===== src/sv/mtrc_pkg.sv =====
// mtrc_pkg: types and constants for the modbus tcp response checker
// no dependencies; imported by modbus_tcp_response_checker_core
`default_nettype none

package mtrc_pkg;

  localparam int unsigned PosW        = 17;
  localparam int unsigned SizeW       = PosW + 1;
  localparam int unsigned HeadBytes   = 9;
  localparam int unsigned HeadIdxW    = 4;
  localparam int unsigned CfgIdxW     = 2;
  localparam int unsigned CfgDataW    = 16;

  localparam logic [PosW-1:0]  PosMax       = '1;
  localparam logic [PosW-1:0]  MinFrame     = 17'd9;
  localparam logic [PosW-1:0]  PayloadStart = 17'd8;
  localparam logic [SizeW-1:0] MbapOverhead = 18'd6;

  typedef enum logic [3:0] {
    ST_OK        = 4'd0,
    ST_TIMEOUT   = 4'd1,
    ST_SHORT     = 4'd2,
    ST_TXID      = 4'd3,
    ST_PROTOCOL  = 4'd4,
    ST_LENGTH    = 4'd5,
    ST_UNIT      = 4'd6,
    ST_EXCEPTION = 4'd7,
    ST_FUNCTION  = 4'd8
  } status_e;

  typedef enum logic [CfgIdxW-1:0] {
    CFG_TRANSACTION = 2'd0,
    CFG_UNIT        = 2'd1,
    CFG_FUNCTION    = 2'd2
  } cfg_idx_e;

  typedef struct packed {
    logic       payload_valid;
    logic [7:0] payload_byte;
    logic       is_final;
    status_e    status;
    logic [7:0] exception_code;
  } result_t;

endpackage

`default_nettype wire


===== src/sv/modbus_tcp_response_checker_core.sv =====
// modbus tcp response checker: one received frame byte per word in, payload
// and final status out; depends on mtrc_pkg
`default_nettype none

// Takes one received byte per cycle while the skid stage is empty; the word
// with tlast set, or a word with tuser set (receive timeout), closes the frame
// and yields the final status. Bytes from frame offset 8 on are passed out at
// once as tentative payload; keep them only if the final status is ok. Results
// go to the output register, or to the one-word skid stage while it is held;
// the header check is combinational. tready stays high while one result waits
// downstream. The user must write configuration only between frames or while
// no result is pending; the core does not enforce it.
module modbus_tcp_response_checker_core (
  input  wire logic                          clk_i,
  input  wire logic                          rst_ni,
  // configuration write port
  input  wire logic                          cfg_we_i,
  input  wire logic [mtrc_pkg::CfgIdxW-1:0]  cfg_index_i,
  input  wire logic [mtrc_pkg::CfgDataW-1:0] cfg_data_i,
  // received bytes
  input  wire logic                          s_axis_tvalid,
  output      logic                          s_axis_tready,
  input  wire logic [7:0]                    s_axis_tdata,  // [7:0] rx_byte
  input  wire logic                          s_axis_tlast,  // frame_end
  input  wire logic                          s_axis_tuser,  // receive_timeout
  // results
  output      logic                          m_axis_tvalid,
  input  wire logic                          m_axis_tready,
  // [7:0] payload_byte, [11:8] status, [19:12] exception_code, [23:20] zero
  output      logic [23:0]                   m_axis_tdata,
  output      logic                          m_axis_tlast,  // is_final
  output      logic                          m_axis_tuser   // payload_valid
);
  import mtrc_pkg::*;

  // configuration
  logic [15:0] exp_txid_q;
  logic [7:0]  exp_unit_q;
  logic [6:0]  exp_func_q;

  always_ff @(posedge clk_i or negedge rst_ni) begin
    if (!rst_ni) begin
      exp_txid_q <= '0;
      exp_unit_q <= '0;
      exp_func_q <= 7'd1;
    end else if (cfg_we_i) begin
      unique case (cfg_idx_e'(cfg_index_i))
        CFG_TRANSACTION: exp_txid_q <= cfg_data_i;
        CFG_UNIT:        exp_unit_q <= cfg_data_i[7:0];
        CFG_FUNCTION:    exp_func_q <= cfg_data_i[6:0];
        default: ;
      endcase
    end
  end

  // frame state
  logic [PosW-1:0] pos_q, pos_d;
  logic [7:0]      head_q [HeadBytes];
  logic [7:0]      h      [HeadBytes];

  logic in_acc;
  logic empty, last;
  logic [7:0] rx;
  assign in_acc = s_axis_tvalid && s_axis_tready;
  assign empty  = s_axis_tuser;
  assign last   = s_axis_tlast;
  assign rx     = s_axis_tdata;

  // header as it stands including the current byte
  always_comb begin
    for (int k = 0; k < HeadBytes; k++) begin
      h[k] = (!empty && pos_q == PosW'(k)) ? rx : head_q[k];
    end
  end

  logic [SizeW-1:0] size;
  logic [15:0]      txid, proto, len;
  logic             fin, pv;
  result_t          res;

  assign size  = empty ? {1'b0, pos_q} : {1'b0, pos_q} + SizeW'(1);
  assign txid  = {h[0], h[1]};
  assign proto = {h[2], h[3]};
  assign len   = {h[4], h[5]};
  assign fin   = empty || last;
  assign pv    = !empty && (pos_q >= PayloadStart);

  // checks in priority order
  always_comb begin
    res                = '0;
    res.payload_valid  = pv;
    res.payload_byte   = pv ? rx : 8'd0;
    res.is_final       = fin;
    res.status         = ST_OK;
    res.exception_code = 8'd0;
    if (fin) begin
      if (size == '0) begin
        res.status = ST_TIMEOUT;
      end else if (size < {1'b0, MinFrame}) begin
        res.status = ST_SHORT;
      end else if (txid != exp_txid_q) begin
        res.status = ST_TXID;
      end else if (proto != 16'd0) begin
        res.status = ST_PROTOCOL;
      end else if (({2'b00, len} + MbapOverhead) != size) begin
        res.status = ST_LENGTH;
      end else if (h[6] != exp_unit_q) begin
        res.status = ST_UNIT;
      end else if (h[7] == {1'b1, exp_func_q}) begin
        res.status         = ST_EXCEPTION;
        res.exception_code = h[8];
      end else if (h[7] != {1'b0, exp_func_q}) begin
        res.status = ST_FUNCTION;
      end
    end
  end

  always_comb begin
    pos_d = pos_q;
    if (in_acc) begin
      if (fin) begin
        pos_d = '0;
      end else if (pos_q != PosMax) begin
        pos_d = pos_q + PosW'(1);
      end
    end
  end

  always_ff @(posedge clk_i or negedge rst_ni) begin
    if (!rst_ni) begin
      pos_q <= '0;
    end else begin
      pos_q <= pos_d;
    end
  end

  // header bytes are always written before they are read
  always_ff @(posedge clk_i) begin
    if (in_acc && !empty && pos_q < PosW'(HeadBytes)) begin
      head_q[pos_q[HeadIdxW-1:0]] <= rx;
    end
  end

  // output register with skid stage
  logic    ov_q, sv_q;
  result_t od_q, sd_q;
  logic    out_ready, new_res;

  assign out_ready     = m_axis_tready || !ov_q;
  assign new_res       = in_acc && (fin || pv);
  assign s_axis_tready = !sv_q;

  always_ff @(posedge clk_i or negedge rst_ni) begin
    if (!rst_ni) begin
      ov_q <= 1'b0;
      sv_q <= 1'b0;
    end else begin
      if (sv_q) begin
        if (out_ready) begin
          ov_q <= 1'b1;
          sv_q <= 1'b0;
        end
      end else if (new_res) begin
        if (out_ready) begin
          ov_q <= 1'b1;
        end else begin
          sv_q <= 1'b1;
        end
      end else if (out_ready) begin
        ov_q <= 1'b0;
      end
    end
  end

  always_ff @(posedge clk_i) begin
    if (sv_q) begin
      if (out_ready) od_q <= sd_q;
    end else if (new_res) begin
      if (out_ready) od_q <= res;
      else           sd_q <= res;
    end
  end

  assign m_axis_tvalid = ov_q;
  assign m_axis_tdata  = {4'd0, od_q.exception_code, od_q.status, od_q.payload_byte};
  assign m_axis_tlast  = od_q.is_final;
  assign m_axis_tuser  = od_q.payload_valid;

`ifndef SYNTHESIS
  a_skid_implies_out : assert property (@(posedge clk_i) disable iff (!rst_ni)
    sv_q |-> ov_q)
    else $error("skid stage holds a word while the output register is empty");

  a_final_clears_pos : assert property (@(posedge clk_i) disable iff (!rst_ni)
    (in_acc && fin) |=> (pos_q == '0))
    else $error("frame position not cleared after a closing word");

  a_status_only_final : assert property (@(posedge clk_i) disable iff (!rst_ni)
    (ov_q && !od_q.is_final) |-> (od_q.status == ST_OK && od_q.exception_code == 8'd0))
    else $error("status given on a word that does not close the frame");

  a_exc_only_exception : assert property (@(posedge clk_i) disable iff (!rst_ni)
    (ov_q && od_q.exception_code != 8'd0) |-> (od_q.status == ST_EXCEPTION))
    else $error("exception code without exception status");

  a_payload_pos : assert property (@(posedge clk_i) disable iff (!rst_ni)
    (in_acc && !empty && !last && pos_q < PayloadStart) |-> !new_res)
    else $error("result produced for a header byte");
`endif

endmodule

`default_nettype wire


===== config.mk =====
export PLATFORM = sky130hd
export DESIGN_NAME = modbus_tcp_response_checker_core
export DESIGN_NICKNAME = d
export VERILOG_FILES = /design/src/sv/mtrc_pkg.sv /design/src/sv/modbus_tcp_response_checker_core.sv
export SDC_FILE = /design/constraint.sdc
export NUM_CORES = 1
export LEC_CHECK = 0
export BUFFER_PORTS_ARGS = -buffer_cell sky130_fd_sc_hd__clkbuf_2
export CAP_MARGIN = 20
export CORE_ASPECT_RATIO = 1.5
export CORE_MARGIN = 2
export CORE_UTILIZATION = 30
export DETAILED_ROUTE_END_ITERATION = 7
export PLACE_DENSITY = 0.41
export SYNTH_ARGS = -nofsm -noshare
export SYNTH_HDL_FRONTEND = slang
export SYNTH_SLANG_ARGS = --single-unit

===== constraint.sdc =====
create_clock -name clk_i -period 8.7 [get_ports clk_i]
set_input_delay 1.74 -clock clk_i [delete_from_list [all_inputs] [get_ports clk_i]]
set_output_delay 1.74 -clock clk_i [all_outputs]
set_load 0.02 [all_outputs]

==> results.md <==
• **total global routing track utilization** 0.160
• **critical path, cell by cell** clkbuf_2 -> nor2b_1 -> nand4_1 -> mux2i_2 -> ha_1 -> nor2_1 -> mux2i_1 -> nor3_1 -> nand3b_1 -> a221o_1 -> nor4_4 -> nand3_2 -> o31ai_1
• **Die Wd** 145 um
• **Leak Pwr** 3.76 nW
• **flop and latch count out of synthesis** 166
• **category of the critical setup timing path** in2reg
• **clock latency of the later-clocked register in the worst-skew pair** 450 ps
• **global-route wire length before repair** 38.1 mm
• **largest stage delay on the critical path** 530 ps
• **number of I/O port buffers** 56
• **number of hold buffers added after CTS** 0
• **worst path arrival time** 5820 ps
• **area taken by flip-flops and latches** 4740 sq um
• **H-tree Lvls** 4
• **critical-path cell with the highest stage delay** sky130_fd_sc_hd__nand4_1
• **number of diodes** 0
• **pwr/cell area** 184 nW/um^2
• **share of synthesized area occupied by flip-flops and latches** 0.530
• **starting density of the core** 0.304
• **cell count after placement** 1,202
• **detailed-route vias per instance** 5.10
• **minimum clock period** 5550 ps
• **detailed placement HPWL** 17.3 mm
• **# Post-CTS Setup Buffers** 0
• **commonest cells after routing, fill and taps aside** 116 x sky130_fd_sc_hd__edfxtp_1, 57 x sky130_fd_sc_hd__clkbuf_2, 56 x sky130_fd_sc_hd__nand2_1, 49 x sky130_fd_sc_hd__dfrtp_1, 48 x sky130_fd_sc_hd__mux2_2
• **area of the core** 29,400 sq um
• **maximum clock rate** 180 MHz
• **buffer levels on the longest clock path** 2
• **GRT Residual Overflow** 0
• **setup repair after global routing missed its margin** no
• **max-slew headroom at the worst pin** 0.379
• **total wirelength of the detailed-routed design** 24.3 mm
• **die height** 215 um
• **total iterations of the first detailed-routing run** 5
• **post-route worst setup slack** 3150 ps
• **total count of max-transition violations in the final report** 0
• **net count reported at finish** 867
• **endpoints failing hold** 0
• **Worst Tran Pin Value** 932 ps
• **main flop type after synthesis** sky130_fd_sc_hd__edfxtp_1
• **Post-Synthesis Cells** 783
• **area of the multi-input gates** 3930 sq um
• **Routed Antenna Nets** 0
• **number of top-level pins** 61
• **EDFF count, synth** 116
• **register clock-pin slew on the reported worst setup and hold paths** 70 ps
• **initial antenna violation count** 0
• **final setup violation count** 0
• **TritonCTS clock tree** yes
• **Startpoint Class** input pin
• **clock tree root buffer cell** sky130_fd_sc_hd__clkbuf_16
• **worst min path class** reg2reg
• **Die Footprint** 31,200 sq um
• **Filler Cells Inserted** 2,972
• **count of different cell masters after synthesis** 68
• **final setup TNS** 0 ps
• **Post-Layout Cell Count** 1,236
• **last weighted congestion value of the routability-driven placer** 0.836
• **Worst Setup End Kind** register
• **ratio of final minimum period to clock period** 0.638
• **area grow syn2layout** 13.9%
• **post-route DRC violation count** 0
• **pre-CTS setup slack** 2690 ps
• **netlist area before placement** 8940 sq um
• **PnR Total Power** 1.88 mW
• **max-cap check violation count** 0
• **outcome** finished clean
• **Vias** 6,303
• **final clock skew** 14.7 ps
• **placement-stage cell area** 9600 sq um
• **average cell area after synthesis** 11.4 sq um
• **WL per Instance** 19.7 um
• **Num Clock Sinks** 166
• **largest net degree at the start of global routing** 51
• **required time of the worst setup path** 8970 ps
• **floorplan row count** 77
• **drt initial violations** 475
• **number of CTS-inserted buffers** 17
• **worst IR drop on VDD** 0.000132 V
• **most frequent standard cell in the layout excluding fill and tap cells** sky130_fd_sc_hd__edfxtp_1
• **area of all placed cells without fillers** 10,200 sq um
• **yosys synthesis warning count** 0
• **maximum fanout count along the critical path** 25
• **number of global-route vias before repair** 6,499
• **proportion of layout cells with a drive suffix above 1** 0.193
• **Async S/R FF share, synth** 0.301
• **number of cells upsized or downsized after cts** 0
-- Yosys cell counts, types with 5 or more instances --
cell,number,share of area
sky130_fd_sc_hd__and4_1,7,0.0069
sky130_fd_sc_hd__nor3_1,16,0.0090
sky130_fd_sc_hd__and2_1,17,0.012
sky130_fd_sc_hd__nand3_1,28,0.016
sky130_fd_sc_hd__nand4_1,12,0.0084
sky130_fd_sc_hd__mux2_2,48,0.060
sky130_fd_sc_hd__xor2_1,37,0.036
sky130_fd_sc_hd__nand2b_1,10,0.0070
sky130_fd_sc_hd__a31oi_1,8,0.0056
sky130_fd_sc_hd__o31ai_1,17,0.014
sky130_fd_sc_hd__buf_4,5,0.0042
sky130_fd_sc_hd__edfxtp_1,116,0.39
sky130_fd_sc_hd__o21ai_0,33,0.018
sky130_fd_sc_hd__clkbuf_1,30,0.013
sky130_fd_sc_hd__and3_1,6,0.0042
sky130_fd_sc_hd__nor2_1,44,0.018
sky130_fd_sc_hd__nor4_1,22,0.015
sky130_fd_sc_hd__inv_1,19,0.0080
sky130_fd_sc_hd__nand3b_1,5,0.0042
sky130_fd_sc_hd__mux2i_1,35,0.039
sky130_fd_sc_hd__nand2_1,56,0.024
sky130_fd_sc_hd__buf_1,5,0.0021
sky130_fd_sc_hd__a21oi_1,24,0.013
sky130_fd_sc_hd__dfrtp_1,49,0.14
sky130_fd_sc_hd__xnor2_1,42,0.041
sky130_fd_sc_hd__ha_1,6,0.0084
sky130_fd_sc_hd__or3_1,7,0.0049
sky130_fd_sc_hd__nor2b_1,5,0.0035
sky130_fd_sc_hd__o22ai_1,5,0.0035
-- per-layer routing --
| metal | wire length (um) | global-route usage | up-vias | share of wire |
|---|---|---|---|---|
| met5 | 0 | 0 | - | 0 |
| met2 | 12700 | 0.290 | 153 | 0.52 |
| met1 | 10300 | 0.187 | 3130 | 0.42 |
| li1 | - | - | 2993 | - |
| met4 | 470 | 0.0594 | 0 | 0.019 |
| met3 | 878 | 0.0290 | 27 | 0.036 |
-- flip-flops by register name, summed over array words and instances, names as in the netlist, 7 cells and up --
| name | count |
|---|---|
| sd_q | 22 |
| exp_txid_q | 16 |
| exp_unit_q | 8 |
| exp_func_q | 7 |
| pos_q | 17 |
| head_q | 72 |
| m_axis_tdata | 20 |
-- cell families (layout without fill, tap and decap cells) --
kind of cell,after synthesis,count (layout),synth area share
XOR/XNOR,79,79,0.0774
AND/OR/NAND/NOR,262,262,0.163
buffers and inverters,66,121,0.0328
other,1,4,0.000420
AO/OA/AOI/OAI,119,119,0.0872
flip-flops,166,166,0.530
multiplexers,84,84,0.101
adder cells (fa/ha/maj),6,6,0.00840
-- layout make-up --
cell class	count	share of cell area
Timing Repair Buffer	69	0.0369
Clock buffer	25	0.0499
Inverter	20	0.00737
Sequential cell	166	0.465
Multi-Input combinational cell	554	0.386
Tap cell	395	0.0485
Clock inverter	7	0.00578
-- path summary, 6_finish.rpt --
path / start / end / slack, ps / cells past startpoint
min: sd_q[0]$_DFFE_PP_ / m_axis_tdata[12]$_DFFE_PP_ / 530 / 2
max reg2reg: pos_q[12]$_DFFE_PN0P_ / m_axis_tdata[16]$_DFFE_PP_ / 3410 / 13
max: s_axis_tuser / m_axis_tdata[16]$_DFFE_PP_ / 3150 / 13
max in group asynchronous: rst_ni / exp_unit_q[3]$_DFFE_PN0P_ / 6780 / 2
min reg2reg: sd_q[0]$_DFFE_PP_ / m_axis_tdata[12]$_DFFE_PP_ / 530 / 2
min in group asynchronous: rst_ni / pos_q[11]$_DFFE_PN0P_ / 1410 / 2
-- power breakdown --
part | leakage, nW | internal, mW | switching, mW
Sequential | 1.69 | 0.899 | 0.0394
Clock | 0.269 | 0.411 | 0.319
Combinational | 1.80 | 0.0863 | 0.123
-- critical path, delay by kind of cell --
family | cells | cell delay (ps)
simple gates | 7 | 2000
compound gates | 2 | 740
fa+ha+maj | 1 | 340
buf+inv | 1 | 330
mux | 2 | 670
-- metrics by stage --
stage / hold WS, ps / utilization
5_1_grt: 567 / 0.346
4_1_cts: 531 / 0.346
3_3_place_gp: 504 / 0.327
2_1_floorplan: 498 / -
3_5_place_dp: 515 / 0.327
6_report: 532 / 0.346
(Power assumes the default switching activity.)
